===== src/rtl/core/svalloc_pkg.sv =====
// Shared constants, codes and cell command/status types for the voice allocator.
package svalloc_pkg;

  localparam int NUM_VOICES   = 16;
  localparam int NUM_CHANNELS = 16;

  localparam int ACTION_W  = 2;
  localparam int CHANNEL_W = 4;
  localparam int NOTE_W    = 7;
  localparam int CTRL_W    = 7;
  localparam int STATUS_W  = 3;
  localparam int INDEX_W   = 4;
  localparam int MASK_W    = 16;
  localparam int VIDX_W    = (NUM_VOICES > 1) ? $clog2(NUM_VOICES) : 1;

  localparam logic [ACTION_W-1:0] ACT_NOTE_ON  = 2'd0;
  localparam logic [ACTION_W-1:0] ACT_NOTE_OFF = 2'd1;
  localparam logic [ACTION_W-1:0] ACT_CONTROL  = 2'd2;

  localparam logic [CTRL_W-1:0] SUSTAIN_CTRL    = 7'h40;
  localparam logic [CTRL_W-1:0] PEDAL_THRESHOLD = 7'd64;

  localparam logic [STATUS_W-1:0] ST_STARTED   = 3'd0;
  localparam logic [STATUS_W-1:0] ST_DUPLICATE = 3'd1;
  localparam logic [STATUS_W-1:0] ST_NO_VOICE  = 3'd2;
  localparam logic [STATUS_W-1:0] ST_RELEASED  = 3'd3;
  localparam logic [STATUS_W-1:0] ST_SUSTAIN   = 3'd4;
  localparam logic [STATUS_W-1:0] ST_IGNORED   = 3'd5;

  // decoded event broadcast to every voice cell
  typedef struct packed {
    logic                 note_on;
    logic                 note_off;
    logic                 pedal_set;
    logic                 pedal_clr;
    logic                 pedal;
    logic [CHANNEL_W-1:0] channel;
    logic [NOTE_W-1:0]    note;
  } cell_cmd_t;

  typedef struct packed {
    logic dup_hit;
    logic claim;
    logic changed;
    logic sounding;
  } cell_stat_t;

endpackage


===== src/rtl/core/svalloc_evt_if.sv =====
// Event channel: MIDI-style event into the allocator.
interface svalloc_evt_if;
  import svalloc_pkg::*;

  logic                 valid;
  logic                 ready;
  logic [ACTION_W-1:0]  action;
  logic [CHANNEL_W-1:0] channel;
  logic [NOTE_W-1:0]    note_number;
  logic [CTRL_W-1:0]    control_number;
  logic [CTRL_W-1:0]    control_value;

  modport source (output valid, action, channel, note_number, control_number,
                  control_value, input ready);
  modport sink   (input valid, action, channel, note_number, control_number,
                  control_value, output ready);
endinterface


===== src/rtl/core/svalloc_res_if.sv =====
// Result channel: one status transaction per accepted event.
interface svalloc_res_if;
  import svalloc_pkg::*;

  logic                valid;
  logic                ready;
  logic [STATUS_W-1:0] status;
  logic [INDEX_W-1:0]  voice_index;
  logic [MASK_W-1:0]   changed_mask;
  logic [MASK_W-1:0]   sounding_mask;

  modport source (output valid, status, voice_index, changed_mask, sounding_mask,
                  input ready);
  modport sink   (input valid, status, voice_index, changed_mask, sounding_mask,
                  output ready);
endinterface


===== src/rtl/core/svalloc_cell.sv =====
// One voice cell: holds a voice's marks, note and channel; passes the claim token on.
module svalloc_cell (
  input  logic                   clk,
  input  logic                   rst,
  input  logic                   apply,
  input  svalloc_pkg::cell_cmd_t cmd,
  input  logic                   dup,
  input  logic                   taken_in,
  output logic                   taken_out,
  output svalloc_pkg::cell_stat_t stat
);
  import svalloc_pkg::*;

  logic                 pressed;
  logic                 sustained;
  logic [NOTE_W-1:0]    note;
  logic [CHANNEL_W-1:0] channel;

  logic free, chan_hit, claim, release_hit, sus_on, sus_off;
  logic pressed_next, sustained_next;

  always_comb begin
    free        = !pressed && !sustained;
    chan_hit    = (channel == cmd.channel);
    claim       = cmd.note_on && !dup && free && !taken_in;
    release_hit = cmd.note_off && pressed && (note == cmd.note) && chan_hit;
    sus_on      = cmd.pedal_set && pressed && chan_hit;
    sus_off     = cmd.pedal_clr && chan_hit;

    pressed_next = pressed;
    if (claim) begin
      pressed_next = 1'b1;
    end else if (release_hit) begin
      pressed_next = 1'b0;
    end

    sustained_next = sustained;
    if (claim) begin
      sustained_next = cmd.pedal;
    end else if (sus_on) begin
      sustained_next = 1'b1;
    end else if (sus_off) begin
      sustained_next = 1'b0;
    end
  end

  // first free cell stops the token for everything above it
  assign taken_out = taken_in || free;

  assign stat.dup_hit  = sustained && (note == cmd.note);
  assign stat.claim    = claim;
  assign stat.changed  = claim || release_hit || (sus_on && !sustained) ||
                         (sus_off && sustained);
  assign stat.sounding = pressed_next || sustained_next;

  always_ff @(posedge clk) begin
    if (rst) begin
      pressed   <= 1'b0;
      sustained <= 1'b0;
    end else if (apply) begin
      pressed   <= pressed_next;
      sustained <= sustained_next;
    end
  end

  always_ff @(posedge clk) begin
    if (apply && claim) begin
      note    <= cmd.note;
      channel <= cmd.channel;
    end
  end

endmodule


===== src/rtl/core/synth_voice_allocator_unit.sv =====
// Top level: voice cell chain, per-channel pedal flags and the result register.
//
//   port  dir  fields
//   evt   in   action, channel, note_number, control_number, control_value
//   res   out  status, voice_index, changed_mask, sounding_mask
//
// One event per cycle; its result is registered and shows in the cycle after accept.
// evt.ready is high while the result register is empty or being taken.
// Cycle time is set by the free-voice priority chain through the NUM_VOICES cells.
// A stalled result holds evt off; nothing else stalls.
// rst clears all voice marks, all pedals and the result register.
module synth_voice_allocator_unit (
  input logic          clk,
  input logic          rst,
  svalloc_evt_if.sink  evt,
  svalloc_res_if.source res
);
  import svalloc_pkg::*;

  logic [NUM_CHANNELS-1:0] pedal_down;
  logic                    accept;
  logic                    chan_ok;
  logic                    pedal_cur;
  logic                    ctl_sustain;
  logic                    pedal_val;
  cell_cmd_t               cmd;
  logic                    dup;
  logic [NUM_VOICES:0]     taken;
  cell_stat_t              stat [NUM_VOICES];
  logic [VIDX_W-1:0]       pick;
  logic [STATUS_W-1:0]     status_next;
  logic [MASK_W-1:0]       changed_next;
  logic [MASK_W-1:0]       sounding_next;

  assign evt.ready = !res.valid || res.ready;
  assign accept    = evt.valid && evt.ready;

  always_comb begin
    chan_ok   = ({1'b0, evt.channel} < (CHANNEL_W+1)'(NUM_CHANNELS));
    pedal_cur = 1'b0;
    for (int c = 0; c < NUM_CHANNELS; c++) begin
      if (evt.channel == CHANNEL_W'(c)) begin
        pedal_cur = pedal_down[c];
      end
    end
    ctl_sustain = (evt.action == ACT_CONTROL) && (evt.control_number == SUSTAIN_CTRL) &&
                  chan_ok;
    pedal_val   = (evt.control_value >= PEDAL_THRESHOLD);

    cmd.note_on   = (evt.action == ACT_NOTE_ON);
    cmd.note_off  = (evt.action == ACT_NOTE_OFF);
    cmd.pedal_set = ctl_sustain && pedal_val;
    cmd.pedal_clr = ctl_sustain && !pedal_val;
    cmd.pedal     = chan_ok && pedal_cur;
    cmd.channel   = evt.channel;
    cmd.note      = evt.note_number;
  end

  always_comb begin
    dup = 1'b0;
    for (int v = 0; v < NUM_VOICES; v++) begin
      dup = dup || stat[v].dup_hit;
    end
  end

  assign taken[0] = 1'b0;

  for (genvar g = 0; g < NUM_VOICES; g++) begin : g_cell
    svalloc_cell u_cell (
      .clk       (clk),
      .rst       (rst),
      .apply     (accept),
      .cmd       (cmd),
      .dup       (dup),
      .taken_in  (taken[g]),
      .taken_out (taken[g+1]),
      .stat      (stat[g])
    );
  end

  always_comb begin
    pick          = '0;
    changed_next  = '0;
    sounding_next = '0;
    for (int v = 0; v < NUM_VOICES; v++) begin
      if (stat[v].claim) begin
        pick = VIDX_W'(v);
      end
      if (v < MASK_W) begin
        changed_next[v]  = stat[v].changed;
        sounding_next[v] = stat[v].sounding;
      end
    end

    case (evt.action)
      ACT_NOTE_ON: begin
        if (dup) begin
          status_next = ST_DUPLICATE;
        end else if (taken[NUM_VOICES]) begin
          status_next = ST_STARTED;
        end else begin
          status_next = ST_NO_VOICE;
        end
      end
      ACT_NOTE_OFF: status_next = ST_RELEASED;
      default: status_next = ctl_sustain ? ST_SUSTAIN : ST_IGNORED;
    endcase
  end

  always_ff @(posedge clk) begin
    if (rst) begin
      pedal_down <= '0;
      res.valid  <= 1'b0;
    end else begin
      if (accept) begin
        res.valid <= 1'b1;
      end else if (res.ready) begin
        res.valid <= 1'b0;
      end
      for (int c = 0; c < NUM_CHANNELS; c++) begin
        if (accept && ctl_sustain && (evt.channel == CHANNEL_W'(c))) begin
          pedal_down[c] <= pedal_val;
        end
      end
    end
  end

  always_ff @(posedge clk) begin
    if (accept) begin
      res.status        <= status_next;
      res.voice_index   <= (status_next == ST_STARTED) ?
                           INDEX_W'({{INDEX_W{1'b0}}, pick}) : '0;
      res.changed_mask  <= changed_next;
      res.sounding_mask <= sounding_next;
    end
  end

  a_start_onehot: assert property (@(posedge clk) disable iff (rst)
    res.valid && (res.status == ST_STARTED) |-> $onehot0(res.changed_mask))
    else $error("started voice changed more than one voice");

  a_start_sounds: assert property (@(posedge clk) disable iff (rst)
    res.valid && (res.status == ST_STARTED) |->
      ((res.changed_mask & ~res.sounding_mask) == '0))
    else $error("started voice is not sounding");

  a_no_change: assert property (@(posedge clk) disable iff (rst)
    res.valid && ((res.status == ST_DUPLICATE) || (res.status == ST_NO_VOICE) ||
                  (res.status == ST_IGNORED)) |->
      (res.changed_mask == '0) && (res.voice_index == '0))
    else $error("state changed on an event without effect");

  a_full_when_none: assert property (@(posedge clk) disable iff (rst)
    accept && cmd.note_on && !dup && !taken[NUM_VOICES] |=>
      (res.status == ST_NO_VOICE))
    else $error("no-voice status lost");

endmodule

===== src/flat_wrapper.sv =====
// flat-port wrapper written by rule: the top's interface ports become plain ports
module synth_voice_allocator_unit_flat import svalloc_pkg::*;
  (clk, rst, evt_valid, evt_action, evt_channel, evt_note_number, evt_control_number, evt_control_value, evt_ready, res_valid, res_status, res_voice_index, res_changed_mask, res_sounding_mask, res_ready);
  svalloc_evt_if evt_i ();
  svalloc_res_if res_i ();
  input logic clk;
  input logic rst;
  input wire logic [$bits(evt_i.valid)-1:0] evt_valid;
  input wire logic [$bits(evt_i.action)-1:0] evt_action;
  input wire logic [$bits(evt_i.channel)-1:0] evt_channel;
  input wire logic [$bits(evt_i.note_number)-1:0] evt_note_number;
  input wire logic [$bits(evt_i.control_number)-1:0] evt_control_number;
  input wire logic [$bits(evt_i.control_value)-1:0] evt_control_value;
  output wire logic [$bits(evt_i.ready)-1:0] evt_ready;
  output wire logic [$bits(res_i.valid)-1:0] res_valid;
  output wire logic [$bits(res_i.status)-1:0] res_status;
  output wire logic [$bits(res_i.voice_index)-1:0] res_voice_index;
  output wire logic [$bits(res_i.changed_mask)-1:0] res_changed_mask;
  output wire logic [$bits(res_i.sounding_mask)-1:0] res_sounding_mask;
  input wire logic [$bits(res_i.ready)-1:0] res_ready;
  assign evt_i.valid = evt_valid;
  assign evt_i.action = evt_action;
  assign evt_i.channel = evt_channel;
  assign evt_i.note_number = evt_note_number;
  assign evt_i.control_number = evt_control_number;
  assign evt_i.control_value = evt_control_value;
  assign evt_ready = evt_i.ready;
  assign res_valid = res_i.valid;
  assign res_status = res_i.status;
  assign res_voice_index = res_i.voice_index;
  assign res_changed_mask = res_i.changed_mask;
  assign res_sounding_mask = res_i.sounding_mask;
  assign res_i.ready = res_ready;
  synth_voice_allocator_unit u_core (.clk(clk), .rst(rst), .evt(evt_i), .res(res_i));
endmodule

===== config.mk =====
export PLATFORM = sky130hd
export DESIGN_NAME = synth_voice_allocator_unit_flat
export DESIGN_NICKNAME = d
export VERILOG_FILES = /design/src/rtl/core/svalloc_pkg.sv /design/src/rtl/core/svalloc_evt_if.sv /design/src/rtl/core/svalloc_res_if.sv /design/src/rtl/core/svalloc_cell.sv /design/src/rtl/core/synth_voice_allocator_unit.sv /design/src/flat_wrapper.sv
export SDC_FILE = /design/constraint.sdc
export NUM_CORES = 1
export LEC_CHECK = 0
export ABC_AREA = 1
export BUFFER_PORTS_ARGS = -buffer_cell sky130_fd_sc_hd__buf_4
export CORE_MARGIN = 5
export CORE_UTILIZATION = 61
export CTS_BUF_LIST = sky130_fd_sc_hd__clkbuf_8 sky130_fd_sc_hd__clkbuf_16
export DETAILED_ROUTE_END_ITERATION = 7
export PLACE_DENSITY = 0.78
export SLEW_MARGIN = 5
export SYNTH_ARGS = -nofsm -noshare
export SYNTH_HDL_FRONTEND = slang
export SYNTH_SLANG_ARGS = --single-unit
export TNS_END_PERCENT = 5

===== constraint.sdc =====
create_clock -name clk -period 2.82 [get_ports clk]
set_input_delay 0.282 -clock clk [delete_from_list [all_inputs] [get_ports clk]]
set_output_delay 0.282 -clock clk [all_outputs]
set_load 0.01 [all_outputs]

==> flow_summary_export.csv, run 1 <==
group,metric,value,unit
sta,layout_min_cycle_time,2.71,ns
power_and_ir_drop,vdd_drop_max,0.504,mV
drt,wl_met2,14300,µm
grt,grt.overflow.total,0,
drt,top_layer,"met4",
yosys,yosys_register_bits,264,
floorplanning,die_x,154,µm
sta,skew,0.0245,ns
grt,grt_max_degree,46,
place,dp_worst_setup_slack,-0.275,ns
final_layout,area_growth,18.4,%
critical_path,start_kind,"register",
critical_path,critPathKind,"reg -> reg",
clock_network,cts_buffers,28,
sta,maxSlewHeadroom,54.6,%
place,hpwlAfterDp,20200,µm
final_layout,multi_input_comb_area,4470,µm²
drt,met1_length,12000,µm
clock_network,clkTransAtPathRegs,0.06,ns
place,port_buffers,65,
power_and_ir_drop,leakage,5.81,nW
floorplanning,core_area,20300,µm²
sta,layout_setup_ws,0.115,ns
grt,grt_usage,24.5,%
drt,wl_met3,2070,µm
place,placed_area,14000,µm²
yosys,ys.flop_type,"edfxtp_1",
grt,grt_antenna_before_repair,0,
clock_network,cts-root-buf,"clkbuf_16",
clock_network,cts_tree,"built",
clock_network,cts_buffer_depth,3,
yosys,seq_area_frac_synth,59.1,%
sta,worst_pin_slew,0.678,ns
final_layout,final_cells,1657,
final_layout,final_cell_mix,"nand2_1 (224), edfxtp_1 (215), buf_4 (165), nor2_1 (136), inv_1 (105)",
final_layout,final_area,14900,µm²
sta,setup_tns,0,ns
critical_path,crit_path_end_kind,"register",
grt,grt_pass1_wl,46500,µm
sta,drv_slew,0,
sta,hold_viol_final,0,
drt,drt_iter0_drc,851,
drt,route.detailed.drc,0,
clock_network,clkLatencyLatePin,0.54,ns
drt,drt-pass1-iter-count,5,
drt,wl_per_cell,17.7,µm
final_layout,nets,1397,
place,gp_congestion,0.962,
drt,avgViaCountPerCell,5.58,
final_layout,fill_cells,1386,
floorplanning,rows,52,
power_and_ir_drop,powerDensity,565,nW/µm²
sta,rsz0062_at_grt,"no",
critical_path,cp_data_required_time,3.11,ns
sta,finalSetupViolations,0,
place,dp.cells,1605,
final_layout,final_common_cell,"nand2_1",
drt,wl,29400,µm
clock_network,cts_setup_buffers,0,
floorplanning,initial_core_util,62.0,%
final_layout,drive_gt1_share,18.5,%
job,cap_violations,0,
yosys,synth_edf_count,215,
drt,drtAntennaViolNets,0,
floorplanning,die_area,23600,µm²
drt,vias,9246,
critical_path,worstPathArrival,3.00,ns
yosys,synth.avg_cell_area,10.4,µm²
power_and_ir_drop,power,8.42,mW
floorplanning,ios,72,
status,outcome,"complete, no violations",
yosys,async_flop_share,0,%
yosys,syn-num-nets,1237,
yosys,yosys_warnings,0,
clock_network,h-tree-depth,1,
yosys,synth.distinct_cells,40,
sta,period_share,95.9,%
clock_network,cts.sinks,264,
min_path,holdCritPathClass,"in -> reg",
final_layout,seq_area,7440,µm²
floorplanning,die_h,154,µm
sta,timing.fmax,0.370,GHz
final_layout,num_antenna_cells,0,
yosys,syn_inst,1206,
critical_path,worst-path-max-fanout,6,
yosys,syn-cell-area,12600,µm²
grt,grt_pass1_vias,8943,
[per-layer routing]
metal	vias to the layer above	global-route usage (%)
li1	4367	-
met1	4430	32.6
met3	81	3.74
met5	-	0
met2	368	41.4
met4	0	8.70
[Yosys cell counts (4+ instances only)]
master	instances	area share [%]
inv_1	96	2.9
a21oi_1	64	2.5
buf_6	6	0.54
buf_4	6	0.36
nor3_1	9	0.36
nor2_2	8	0.40
buf_12	5	0.80
or2_1	4	0.20
xor2_1	90	6.3
inv_2	4	0.12
o21ai_0	26	1.0
nand3_2	7	0.56
nand2_2	5	0.25
nor4_1	18	0.89
dfxtp_1	49	7.8
nor2_1	141	4.2
o211ai_1	13	0.78
nand2_1	226	6.7
clkbuf_1	18	0.54
xnor2_1	75	5.2
nor2_4	4	0.36
buf_2	6	0.24
a21boi_0	6	0.36
nand3_1	59	2.3
edfxtp_1	215	51
nand4_1	25	1.2
[what timing repair did]
item / CTS / global route
hold buffers: 1 / 0
endpoints found under the hold margin: 1 / 0
pin swaps: 0 / 1
gates resized for setup: 4 / 8
endpoints found under the setup margin: 48 / 69
[cell type report]
type                            count  share of cell area [%]
Sequential cell                   264                    49.9
Multi-Input combinational cell    797                    30.0
Inverter                          102                    2.57
Timing Repair Buffer              173                    9.26
Clock buffer                       31                    5.06
Clock inverter                     20                   0.949
Tap cell                          270                    2.27
[sequential cells by signal, indices dropped and copies added, names as in the netlist]
| register | cells |
|---|---|
| u_core.g_cell.u_cell.note | 112 |
| u_core.g_cell.u_cell.channel | 64 |
| u_core.g_cell.u_cell.pressed | 16 |
| u_core.g_cell.u_cell.sustained | 16 |
| u_core.pedal_down | 16 |
| u_core.res.changed_mask | 16 |
| u_core.res.sounding_mask | 16 |
| u_core.res.voice_index | 4 |
| u_core.res.status | 3 |
| u_core.res.valid | 1 |
[worst max-delay path: stages, from the launching register on]
cell	delay, ns
edfxtp_1	0.38
xnor2_1	0.17
nand2_1	0.07
nor2_1	0.32
nand3_2	0.13
buf_4	0.16
nand2_1	0.06
nor2_1	0.05
nand3_1	0.12
nor2_4	0.09
nand2_1	0.08
inv_1	0.06
a31oi_1	0.30
nand3_1	0.25
nor2_1	0.15
nand2_1	0.07
[power breakdown]
| part | internal, mW | total (mW) | switching, mW | leakage (nW) |
|---|---|---|---|---|
| combinational | 0.236 | 0.606 | 0.370 | 2.96 |
| clock | 2.08 | 3.53 | 1.45 | 0.473 |
| sequential | 4.26 | 4.28 | 0.0204 | 2.37 |
| total | 6.58 | 8.42 | 1.84 | 5.81 |
[cell families after synthesis]
group | count (synthesis) | share of synthesized area (%)
buf+inv | 145 | 5.75
compound gates | 114 | 5.00
xor+xnor | 165 | 11.5
flops | 264 | 59.1
simple gates | 518 | 18.7
[stage by stage]
step	hold WS [ns]	utilization [%]
2_1_floorplan	0.381	-
3_3_place_gp	0.434	68.7
3_5_place_dp	0.440	68.7
4_1_cts	0.0456	73.2
5_1_grt	0.0508	73.4
6_report	0.0624	73.4
[final timing paths]
path                                            to  cells after the start                             from  slack (ns)
hold reg to reg               u_core.pedal_down[0]                      2             u_core.pedal_down[0]        0.44
setup reg to reg         u_core.res.voice_index[2]                     15  u_core.g_cell[5].u_cell.note[5]        0.11
hold / removal    u_core.g_cell[15].u_cell.note[0]                      1               evt_note_number[0]        0.06
setup / recovery         u_core.res.voice_index[2]                     15  u_core.g_cell[5].u_cell.note[5]        0.11
(Power assumes the default switching activity.)
==> run 2, diff against run 1 <==
CORE_UTILIZATION = 63   (was 61)
CTS_BUF_LIST = sky130_fd_sc_hd__clkbuf_8   (was sky130_fd_sc_hd__clkbuf_8 sky130_fd_sc_hd__clkbuf_16)
PLACE_DENSITY = 0.8   (was 0.78)
==> run 2 against run 1 <==
Core utilization hardly changed. Total power is 2.3% lower. Critical path depth is 2 lower. Clock power is 4% lower. Worst setup slack better by 0.11 ns. Global-route usage is 0.67 points higher. Clock skew is 0.0062 ns lower. Non-clock buffer count is 56 lower. Hold slack worse by 0.015 ns. Register-to-register slack better by 0.11 ns. Die area is 3.0% lower.
==> flow_summary_export.csv, run 2 (synthesized netlist as in run 1, its figures left out) <==
group,metric,value,unit
status,outcome,"complete, no violations",
critical_path,crit_family,"simple AND/OR/NAND/NOR gates",
sta,worst_pin_slew,0.657,ns
clock_network,cts-root-buf,"clkbuf_8",
power_and_ir_drop,vdd_drop_max,0.443,mV
final_layout,area_growth,14.3,%
critical_path,reg2reg_from,"u_core.g_cell[0].u_cell.sustained",
final_layout,top_regs,"u_core.g_cell.u_cell.note: 112 flops, u_core.g_cell.u_cell.channel: 64 flops",
sta,layout_min_cycle_time,2.60,ns
power_and_ir_drop,powerDensity,572,nW/µm²
floorplanning,die_h,151,µm
critical_path,cpMaxStageDelayCell,"dfxtp_1",
place,gp_congestion,0.917,
place,dp_worst_setup_slack,0.0277,ns
floorplanning,rows,51,
grt,grt_antenna_before_repair,1,
sta,rsz0062_at_grt,"no",
sta,timing.fmax,0.385,GHz
final_layout,largest_register,"u_core.g_cell.u_cell.note",
floorplanning,core_area,19600,µm²
place,placed_area,13500,µm²
clock_network,cts_buffers,44,
critical_path,worst-path-max-fanout,7,
clock_network,cts.sinks,264,
drt,wl_per_cell,17.4,µm
power_and_ir_drop,power,8.23,mW
min_path,holdCritPathClass,"in -> reg",
place,port_buffers,65,
final_layout,final_area,14400,µm²
grt,grt_pass1_wl,44200,µm
floorplanning,initial_core_util,64.2,%
critical_path,worstSetupStartpoint,"u_core.g_cell[0].u_cell.sustained",
sta,finalSetupViolations,0,
place,hpwlAfterDp,19300,µm
floorplanning,ios,72,
grt,grt_pass1_vias,8501,
final_layout,largest_reg_flops,112,
critical_path,critPathKind,"reg -> reg",
critical_path,reg2reg_depth,13,
job,cap_violations,0,
critical_path,endpoint,"u_core.g_cell[13].u_cell.note[4]",
sta,setup_tns,0,ns
critical_path,start_kind,"register",
clock_network,cts_tree,"built",
final_layout,final_cell_mix,"nand2_1 (225), edfxtp_1 (215), nor2_1 (141), buf_4 (113), inv_1 (110)",
grt,grt_max_degree,46,
critical_path,r2r-end,"u_core.g_cell[13].u_cell.note[4]",
grt,grt.overflow.total,0,
final_layout,final_common_cell,"nand2_1",
critical_path,critical_path.cell_chain,"nor2_1 > nor2_4 > nand4_4 > nor2_4 > nand4_2 > nor2_4 > nand4_2 > clkinv_1 > nand2_1 > nor2_2 > nand2_1 > inv_1 > buf_4",
final_layout,nets,1357,
drt,drtAntennaViolNets,0,
clock_network,cts_setup_buffers,0,
critical_path,cp_data_required_time,3.06,ns
drt,vias,8860,
critical_path,cp_slowest_stage_delay,0.47,ns
drt,drt-pass1-iter-count,5,
grt,grt_usage,25.2,%
critical_path,worstPathArrival,2.84,ns
clock_network,clkTransAtPathRegs,0.06,ns
power_and_ir_drop,leakage,5.56,nW
floorplanning,die_area,22900,µm²
final_layout,num_antenna_cells,0,
sta,period_share,92.2,%
drt,route.detailed.drc,0,
critical_path,crit_path_frequent_cell,"nor2_4",
clock_network,clkLatencyLatePin,0.55,ns
min_path,min_from,"evt_note_number[1]",
sta,drv_slew,0,
final_layout,drive_gt1_share,15.6,%
sta,hold_viol_final,0,
critical_path,path_depth,13,
sta,skew,0.0184,ns
critical_path,path_buf_inv,3,
clock_network,cts_buffer_depth,3,
critical_path,crit_path_end_kind,"register",
critical_path,r2r_slack,0.22,ns
drt,drt_iter0_drc,935,
floorplanning,die_x,151,µm
sta,maxSlewHeadroom,55.8,%
clock_network,h-tree-depth,2,
drt,avgViaCountPerCell,5.45,
sta,layout_setup_ws,0.220,ns
drt,wl,28200,µm
==> run 2: cell count changes in the layout (fill, tap and decap cells not counted), sizes merged <==
cell	change
clkbuf	+13
inv	+6
bufinv	+3
clkinv	+7
buf	-56
==> run 2: through the flow <==
| step | instances | utilization, % | hold slack (ns) |
|---|---|---|---|
| floorplan | 1206 | - | 0.381 |
| global placement | 1544 | 68.8 | 0.436 |
| detailed placement | 1544 | 68.8 | 0.444 |
| CTS | 1625 | 73.4 | 0.0190 |
| global route | 1625 | 73.4 | 0.0315 |
| finish | 1625 | 73.4 | 0.0469 |
==> run 2: what timing repair did <==
action | CTS | global route
hold endpoints to repair | 1 | 0
resized for setup | 0 | 0
hold buffers | 1 | 0
==> run 2: worst min-delay path by stage <==
stage | end | slack (ns) | cells past startpoint
2_1_floorplan | u_core.g_cell[0].u_cell.channel[0] | 0.38 | 0
3_3_place_gp | u_core.pedal_down[0] | 0.44 | 2
3_5_place_dp | u_core.pedal_down[0] | 0.44 | 2
4_1_cts | u_core.g_cell[12].u_cell.note[1] | 0.02 | 1
5_1_grt | u_core.g_cell[8].u_cell.note[1] | 0.03 | 1
6_report | u_core.g_cell[8].u_cell.note[1] | 0.05 | 1
==> run 2: area by class of cell <==
cell class	instances	area, µm²
Sequential cell	264	7440
Multi-Input combinational cell	797	4430
Fill cell	1347	5210
Inverter	102	383
Clock buffer	44	606
Tap cell	265	332
Clock inverter	36	282
Timing Repair Buffer	117	918
==> run 2: report_power, final <==
| group | switching (mW) | internal, mW | total (mW) |
|---|---|---|---|
| Sequential | 0.0215 | 4.26 | 4.28 |
| Clock | 1.48 | 1.92 | 3.40 |
| Combinational | 0.351 | 0.193 | 0.545 |
==> run 2: layer usage <==
metal	global-route usage [%]	wire length, µm	vias to the layer above	share of wire [%]
met3	4.76	2100	73	7.4
li1	-	-	4304	-
met1	34.1	11600	4129	41
met4	9.38	930	2	3.3
met5	0	7	-	0.025
met2	40.8	13600	352	48
==> run 3, diff against run 2 <==
ABC_AREA = unset   (was 1)
==> run 3 against run 2 <==
The run now ends with setup timing left. Final cell count down 7.6%. Clock skew increased by 0.017 ns. Combinational power up 14%. Worst setup slack got worse by 0.34 ns. Via count up 4.9%. Hold slack improved by 0.012 ns. Critical path type unchanged. Critical endpoint is now u_core.g_cell[10].u_cell.note[0]. Largest cell class unchanged. Largest power group unchanged. Highest routed layer unchanged.
==> flow_summary_export.csv, run 3 <==
group,metric,value,unit
drt,avgViaCountPerCell,6.19,
yosys,seq_area_frac_synth,60.6,%
critical_path,critPathKind,"reg -> reg",
critical_path,worst-path-max-fanout,11,
yosys,syn-cell-area,12300,µm²
sta,layout_setup_ws,-0.120,ns
grt,grt_pass1_wl,48900,µm
final_layout,final_common_cell,"edfxtp_1",
critical_path,path_buf_inv,1,
final_layout,nets,1237,
yosys,synth.distinct_cells,55,
place,gp_congestion,0.929,
grt,grt_usage,28.1,%
yosys,yosys.area_share.adder,0,%
yosys,yosys_warnings,0,
sta,layout_min_cycle_time,2.94,ns
drt,wl_per_cell,21.1,µm
power_and_ir_drop,switching_share,23.3,%
clock_network,cts_tree,"built",
grt,grt.overflow.total,0,
floorplanning,die_x,150,µm
critical_path,worstSetupStartpoint,"u_core.g_cell[10].u_cell.note[0]",
min_path,holdCritPathClass,"in -> reg",
status,violations,"setup timing",
sta,period_share,104,%
place,port_buffers,65,
final_layout,final_cell_mix,"edfxtp_1 (215), buf_4 (181), xnor2_1 (94), xor2_1 (82), nand2_1 (66)",
drt,route.detailed.drc,0,
power_and_ir_drop,power,8.06,mW
drt,vias,9294,
sta,maxSlewHeadroom,42.3,%
power_and_ir_drop,leakage,5.18,nW
critical_path,reg2reg_depth,8,
sta,skew,0.0352,ns
sta,rsz0062_at_grt,"yes",
yosys,yosysTopAreaCellShare,52.6,%
yosys,ys.flop_type,"edfxtp_1",
sta,hold_viol_final,0,
drt,drt-pass1-iter-count,8,
final_layout,largest_register,"u_core.g_cell.u_cell.note",
critical_path,path_depth,8,
grt,grt.met1_usage,40.5,%
yosys,muxShareOfSynthArea,1.16,%
place,dp_worst_setup_slack,-0.537,ns
yosys,yosys_register_bits,264,
final_layout,num_antenna_cells,0,
grt,grt_busiest_layer,"met2",
critical_path,cp_slowest_stage_delay,0.57,ns
clock_network,cts.sinks,264,
place,hpwlAfterDp,20900,µm
critical_path,cp_data_required_time,3.00,ns
floorplanning,initial_core_util,63.5,%
yosys,yosysMostFrequentCell,"edfxtp_1",
critical_path,critical_path.cell_chain,"xnor2_1 > nand4_1 > nor3_1 > or4_4 > nor4_4 > nand3_4 > buf_4 > nor3_4",
final_layout,top_regs,"u_core.g_cell.u_cell.note: 112 flops, u_core.g_cell.u_cell.channel: 64 flops",
final_layout,largest_reg_flops,112,
floorplanning,die_h,150,µm
floorplanning,die_area,22400,µm²
grt,use_met2,43.7,%
power_and_ir_drop,p_clk_share,39.3,%
power_and_ir_drop,p_sw,1.88,mW
job,cap_violations,0,
sta,drv_slew,0,
yosys,synth.avg_cell_area,12.0,µm²
final_layout,area_growth,22.7,%
yosys,synth_top_area_cell,"edfxtp_1",
clock_network,h-tree-depth,2,
grt,grt_antenna_before_repair,1,
critical_path,crit_family,"simple AND/OR/NAND/NOR gates",
yosys,syn_inst,1022,
power_and_ir_drop,combPwrFrac,7.7,%
final_layout,fin_util,77.9,%
yosys,synth_area_leaders,"edfxtp_1 (53%), dfxtp_1 (8.0%), xnor2_1 (6.7%)",
power_and_ir_drop,intPower,6.18,mW
final_layout,drive_gt1_share,23.5,%
yosys,synth_edf_count,215,
floorplanning,core_area,19300,µm²
critical_path,reg2reg_from,"u_core.g_cell[10].u_cell.note[0]",
critical_path,r2r-end,"u_core.g_cell[10].u_cell.note[0]",
critical_path,crit_path_end_kind,"register",
drt,drtAntennaViolNets,0,
power_and_ir_drop,vdd_drop_max,0.442,mV
critical_path,worstPathArrival,3.12,ns
yosys,synthXorXnorAreaFrac,12.6,%
clock_network,cts_buffer_depth,3,
grt,grt_max_degree,56,
grt,use_met3,6.12,%
floorplanning,rows,51,
yosys,async_flop_share,0,%
sta,timing.fmax,0.340,GHz
clock_network,clkTransAtPathRegs,0.06,ns
yosys,synth_common_cells,"edfxtp_1 (215), xnor2_1 (94), xor2_1 (82)",
drt,drt_iter0_drc,1162,
drt,wl,31700,µm
clock_network,cts-root-buf,"clkbuf_8",
yosys,synth_compound_area_share,9.96,%
clock_network,cts_buffers,42,
yosys,yosys.area_share.simple,12.9,%
critical_path,r2r_slack,-0.12,ns
power_and_ir_drop,powerDensity,535,nW/µm²
sta,finalSetupViolations,55,
clock_network,clkLatencyLatePin,0.57,ns
critical_path,cpMaxStageDelayCell,"or4_4",
grt,grt_pass1_vias,8910,
yosys,syn-num-nets,1053,
status,outcome,"finished with violations",
power_and_ir_drop,seqPwrFrac,53.0,%
floorplanning,ios,72,
critical_path,endpoint,"u_core.g_cell[10].u_cell.note[0]",
yosys,synth_top_family_by_area,"simple AND/OR/NAND/NOR gates",
sta,worst_pin_slew,0.856,ns
critical_path,start_kind,"register",
[run 3: stage by stage]
step | setup TNS, ns | cell area, µm² | hold slack (ns) | std cells
2_1_floorplan | -36.23 | 12300 | 0.381 | 1022
3_3_place_gp | -63.95 | 14000 | 0.459 | 1417
3_5_place_dp | -75.46 | 14000 | 0.467 | 1417
4_1_cts | -5.79 | 15000 | 0.0428 | 1499
5_1_grt | -10.32 | 15100 | 0.0481 | 1501
6_report | -4.47 | 15100 | 0.0586 | 1501
[run 3: layer usage]
layer / up-vias / routed length (µm)
met5: - / 7
met1: 4446 / 12900
met3: 109 / 3480
li1: 4187 / -
met4: 2 / 997
met2: 550 / 14300
[run 3: layout make-up]
| cell class | count | area, µm² |
|---|---|---|
| clock buffers | 42 | 578 |
| clock inverters | 32 | 226 |
| fillers | 1180 | 4270 |
| inverters | 11 | 41.3 |
| multi-input cells | 684 | 4680 |
| flip-flops and latches | 264 | 7440 |
| well taps | 265 | 332 |
| repair buffers | 203 | 1770 |
[run 3: worst min path at each step]
stage | to | cells past startpoint | slack, ns | start
after detailed placement | u_core.pedal_down[2] | 2 | 0.47 | u_core.pedal_down[2]
after floorplan | u_core.g_cell[0].u_cell.channel[0] | 0 | 0.38 | evt_channel[0]
after CTS | u_core.g_cell[2].u_cell.note[0] | 1 | 0.04 | evt_note_number[0]
after global routing | u_core.g_cell[2].u_cell.note[0] | 1 | 0.05 | evt_note_number[0]
after global placement | u_core.pedal_down[15] | 2 | 0.46 | u_core.pedal_down[15]
final | u_core.res.valid | 3 | 0.06 | res_ready
[run 3: cells by family after synthesis]
group / count (synthesis)
flops: 264
simple gates: 298
xor+xnor: 176
buf+inv: 74
compound gates: 196
mux: 14
[run 3: what timing repair did]
action / 4_1_cts / 5_1_grt
gates resized for setup: 16 / 8
setup buffers: 6 / 2
hold endpoints to repair: 2 / 0
setup endpoints to repair: 165 / 204
hold buffers: 2 / 0
pin swaps: 16 / 9
[run 3: power by group through the flow]
stage	combinational, mW	clock (mW)	sequential [mW]
after CTS	0.612	3.20	4.27
after global placement	0.586	0	4.35
final	0.621	3.17	4.27
after floorplan	0.304	0	4.37
after detailed placement	0.599	0	4.35
after global routing	0.662	3.41	4.27
[run 3: worst register-to-register path, cell delays in order, from the launching register on]
cell      delay (ns)
edfxtp_1        0.40
xnor2_1         0.16
nand4_1         0.14
nor3_1          0.08
or4_4           0.57
nor4_4          0.40
nand3_4         0.18
buf_4           0.18
nor3_4          0.46
